### src/rtl/gufk_pkg.sv
// gufk_pkg: shared types and constants for the grid union-find Kruskal engine.
// No dependencies.
`default_nettype none
package gufk_pkg;
  localparam int MAX_CELLS_DEF = 1024;
  localparam int DIM_W = 6;
  localparam int COORD_W = 5;
  localparam int CNT_W = 11;
  localparam int GRID_DIM_MAX = 32;
  // Epoch tag width in the parent memory; a wrap forces a clearing sweep.
  localparam int EPOCH_W = 4;

  typedef enum logic {
    CMD_CLEAR = 1'b0,
    CMD_EDGE  = 1'b1
  } cmd_t;

  typedef enum logic {
    REG_ROWS = 1'b0,
    REG_COLS = 1'b1
  } reg_idx_t;

  typedef enum logic [3:0] {
    ST_IDLE,
    ST_CLR,
    ST_RD,
    ST_WAIT,
    ST_CHK,
    ST_CMP_RD,
    ST_CMP_WAIT,
    ST_CMP_WR,
    ST_LINK,
    ST_OUT
  } bk_state_t;

  // Classified item handed from front to back.
  typedef struct packed {
    logic        is_clear;
    logic        bad;
    logic [15:0] ia;
    logic [15:0] ib;
  } job_t;
endpackage
`default_nettype wire

### src/rtl/gufk_front.sv
// gufk_front: accepts items, checks coordinates, forms cell indexes, two-entry queue.
// Depends on gufk_pkg.
`default_nettype none
module gufk_front #(
  parameter int MAX_CELLS = gufk_pkg::MAX_CELLS_DEF
) (
  input  wire logic                          clk,
  input  wire logic                          rst_n,
  input  wire logic                          in_valid,
  output logic                               in_stall,
  input  wire logic                          in_cmd,
  input  wire logic [gufk_pkg::COORD_W-1:0]  in_a_row,
  input  wire logic [gufk_pkg::COORD_W-1:0]  in_a_col,
  input  wire logic [gufk_pkg::COORD_W-1:0]  in_b_row,
  input  wire logic [gufk_pkg::COORD_W-1:0]  in_b_col,
  input  wire logic [gufk_pkg::DIM_W-1:0]    rows,
  input  wire logic [gufk_pkg::DIM_W-1:0]    cols,
  output logic                               job_valid,
  input  wire logic                          job_take,
  output gufk_pkg::job_t                     job
);
  logic [11:0] ia_full, ib_full;
  logic        bad_a, bad_b;
  gufk_pkg::job_t new_job;
  gufk_pkg::job_t q_r [2];
  logic           rd_ptr_r, wr_ptr_r;
  logic [1:0]     cnt_r;
  logic           push;

  // Index is row * cols + col; 5x6 product is narrow.
  assign ia_full = 12'(in_a_row) * 12'(cols) + 12'(in_a_col);
  assign ib_full = 12'(in_b_row) * 12'(cols) + 12'(in_b_col);
  assign bad_a = ({1'b0, in_a_row} >= rows) || ({1'b0, in_a_col} >= cols) ||
                 (32'(ia_full) >= MAX_CELLS);
  assign bad_b = ({1'b0, in_b_row} >= rows) || ({1'b0, in_b_col} >= cols) ||
                 (32'(ib_full) >= MAX_CELLS);

  always_comb begin
    new_job.is_clear = (in_cmd == gufk_pkg::CMD_CLEAR);
    new_job.bad = (in_cmd == gufk_pkg::CMD_EDGE) && (bad_a || bad_b);
    new_job.ia = 16'(ia_full);
    new_job.ib = 16'(ib_full);
  end

  assign in_stall = (cnt_r == 2'd2);
  assign push = in_valid && !in_stall;
  assign job_valid = (cnt_r != 2'd0);
  assign job = q_r[rd_ptr_r];

  // Queue storage
  always_ff @(posedge clk) begin
    if (push) q_r[wr_ptr_r] <= new_job;
  end

  // Queue pointers
  always_ff @(posedge clk) begin
    if (!rst_n) begin
      rd_ptr_r <= 1'b0;
      wr_ptr_r <= 1'b0;
      cnt_r <= 2'd0;
    end else begin
      if (push) wr_ptr_r <= !wr_ptr_r;
      if (job_take) rd_ptr_r <= !rd_ptr_r;
      cnt_r <= cnt_r + 2'(push) - 2'(job_take);
    end
  end

  a_no_overflow: assert property (@(posedge clk) disable iff (!rst_n)
    cnt_r <= 2'd2) else $error("queue count overflow");
  a_take_nonempty: assert property (@(posedge clk) disable iff (!rst_n)
    job_take |-> job_valid) else $error("take from empty queue");
  a_full_stall: assert property (@(posedge clk) disable iff (!rst_n)
    (cnt_r == 2'd2) |-> in_stall) else $error("full queue not stalling");
endmodule
`default_nettype wire

### config.mk
export PLATFORM = sky130hd
export DESIGN_NAME = gufk_front
export DESIGN_NICKNAME = d
export VERILOG_FILES = /design/src/rtl/gufk_pkg.sv /design/src/rtl/gufk_front.sv
export SDC_FILE = /design/constraint.sdc
export NUM_CORES = 1
export LEC_CHECK = 0
export ABC_AREA = 0
export BUFFER_PORTS_ARGS = -buffer_cell sky130_fd_sc_hd__buf_4
export CORE_MARGIN = 4
export CORE_UTILIZATION = 48
export DETAILED_ROUTE_END_ITERATION = 10
export PLACE_DENSITY_LB_ADDON = 0.15
export SKIP_LAST_GASP = 1
export SLEW_MARGIN = 30
export SYNTH_ARGS = -nofsm -noshare
export SYNTH_HDL_FRONTEND = slang
export SYNTH_SLANG_ARGS = --single-unit
### constraint.sdc
create_clock -name clk -period 7.7 [get_ports clk]
set_input_delay 0.77 -clock clk [delete_from_list [all_inputs] [get_ports clk]]
set_output_delay 0.77 -clock clk [all_outputs]
set_load 0.02 [all_outputs]
==> results.md <==
- Outcome: complete, no violations
- Final Wtd Congestion: 0.831
- Most frequent cells in the layout: 68 x ha_1, 67 x buf_4, 59 x inv_1, 52 x edfxtp_1
- DRT Pass-1 Iters: 5
- Fin crit period: 4.35 ns
- Max-cap viol count: 0
- Clock sinks: 57
- Routed wire length: 9280 microns
- Postcts setup bufs: 0
- Max-slew violation count: 0
- Post-CTS sizing: 0
- Top cells by area, synth: edfxtp_1 33%, ha_1 18%, fa_1 14%
- Fmax: 230 MHz
- Fin cells: 639
- Nets@finish: 640
- Yosys top cell area share: 0.326
- Worst-path clk slew: 0.06 ns
- Vias: 3,155
- Initial core utilization: 0.492
- Area Growth Syn to Fin: 16.0%
- Tot Pwr: 0.00128 W
- Crit Path Max Fanout: 9
- Placed insts: 623
- Leading area contributor after synthesis: edfxtp_1
- Io pins: 73
- Syn Std Cell Area: 4790 sq um
- Tot GR Track Use: 0.171
- Setup CP Type: input pin to flop
- Initial antenna violation count: 0
- Routing usage on met2: 0.258
- Setup-failing EPs final: 0
- RSZ-0062 raised after global routing: false
- Largest net degree at the start of global routing: 28
- Vias/cell: 4.94
- Sequential area share after synthesis: 0.347
- VDD IR-drop max: 0.000105 V
- Dpl ws: 3.01 ns
- PortBufs: 64
- Residual DRC count: 0
- Leak pwr: 2.62 nW
- Setup TNS: 0 ns
- Clk Latency, worst-skew pair: 0.32 ns
- Die ar.: 11,600 sq um
- Layout cells sized above 1: 0.217
- Fin crit share: 0.565
- Post-CTS Hold Buffers: 0
- Hold Path Class: flop to flop
- Clock root buffer: clkbuf_8
- TritonCTS clock tree: done
- Share of flip-flops with an asynchronous set or reset: 0
- GR peak layer: met2
- Most common cell after layout, fill and taps aside: ha_1
- Required @ worst endpoint: 7.77 ns
- Cell Rows: 36
- # diodes: 0
- Power density over cell area: 231 nW/um^2
- Die Span Y: 108 microns
- Crit start category: input pin
- Final-report hold violation count: 0
- DRT iter0 DRCs: 143
- CP Capture Type: flop
- Worst Setup Slack, final: 3.35 ns
- GRT met1 Usage: 0.249
- Antenna viol nets, final: 0
- H-tree depth: 3
- Core Region: 9730 sq um
- YS warnings: 0
- First-pass GRT wire length: 15,300 microns
- Final HPWL DP: 7500 microns
- Clk_skew: 0.00528 ns
- Synth Flop Type: edfxtp_1
- Max clock buf depth: 2
- Mapped Avg Cell Area: 11.1 sq um
- Post-synthesis register bit count: 57
- Netlist cell types: 37
- Overflow after GRT: 0
- Post-Syn Instances: 431
- WL/cell: 14.5 microns
- Post-synth EDFFs: 52
- Number of buffers created by CTS: 9
- Final Util: 0.571
- Vias in the first global route: 3,157
- Die width: 108 microns
- Critical Path AT: 4.42 ns
- Grt met3 use: 0.0324
==> layout make-up <==
type	count	area, sq um
Timing Repair Buffer	67	503
Clock buffer	11	131
Tap cell	133	166
Multi-Input combinational cell	307	2850
Clock inverter	5	22.5
Fill cell	885	4180
Sequential cell	57	1660
Inverter	59	221
==> worst max-delay path, cell delays in order <==
cell	delay, ns
buf_4	0.14
nand2_1	0.09
fa_1	0.54
inv_1	0.06
fa_1	0.53
inv_1	0.06
fa_1	0.52
inv_1	0.04
ha_1	0.36
nand2_1	0.09
a21boi_0	0.25
nor2_1	0.07
a211o_1	0.27
xnor2_1	0.17
o41a_1	0.45
==> cells in the mapped netlist, drive strengths merged (7+ instances only) <==
library cell  number
ha                68
inv               59
edfxtp            52
and2              36
nand2             36
fa                34
mux2              26
nor2              24
a21oi             10
xnor2             10
buf                8
clkbuf             7
o21ai              7
==> stage by stage <==
step | instance area (sq um) | hold WS, ns
6_report | 5550 | 0.594
5_1_grt | 5550 | 0.634
2_1_floorplan | 4810 | 0.542
3_3_place_gp | 5400 | 0.567
3_5_place_dp | 5400 | 0.590
4_1_cts | 5550 | 0.603
==> logic make-up after synthesis <==
kind of cell / after synthesis / synth area share
xor+xnor: 15 / 0.0274
mux: 26 / 0.0612
compound gates: 41 / 0.0627
other cells: 1 / 0.000784
simple gates: 115 / 0.116
flops: 57 / 0.347
fa+ha+maj: 102 / 0.320
buf+inv: 74 / 0.0643
==> layer usage <==
| metal | share of wire | up-vias |
|---|---|---|
| li1 | - | 1576 |
| met1 | 0.50 | 1488 |
| met2 | 0.44 | 82 |
| met3 | 0.044 | 9 |
| met4 | 0.014 | 0 |
| met5 | 0 | - |
==> power breakdown <==
part | total, W | switching, W | internal [W]
combinational | 0.000595 | 0.000340 | 0.000255
sequential | 0.000467 | 0.0000162 | 0.000451
clock | 0.000220 | 0.000107 | 0.000113
==> path summary, 6_finish.rpt <==
kind         startpoint    endpoint  slack (ns)  cells past startpoint
max             cols[2]  q_r[1][24]        3.35                     15
min            cnt_r[0]    cnt_r[0]        0.59                      2
max reg2reg    cnt_r[0]    cnt_r[1]        6.12                      8
min reg2reg    cnt_r[0]    cnt_r[0]        0.59                      2
==> sequential cells by signal, indices dropped and copies added (netlist names), named ones only <==
register,count
rd_ptr_r,1
q_r,52
wr_ptr_r,1
cnt_r,2
No activity file was read; power rests on OpenSTA's default activity.
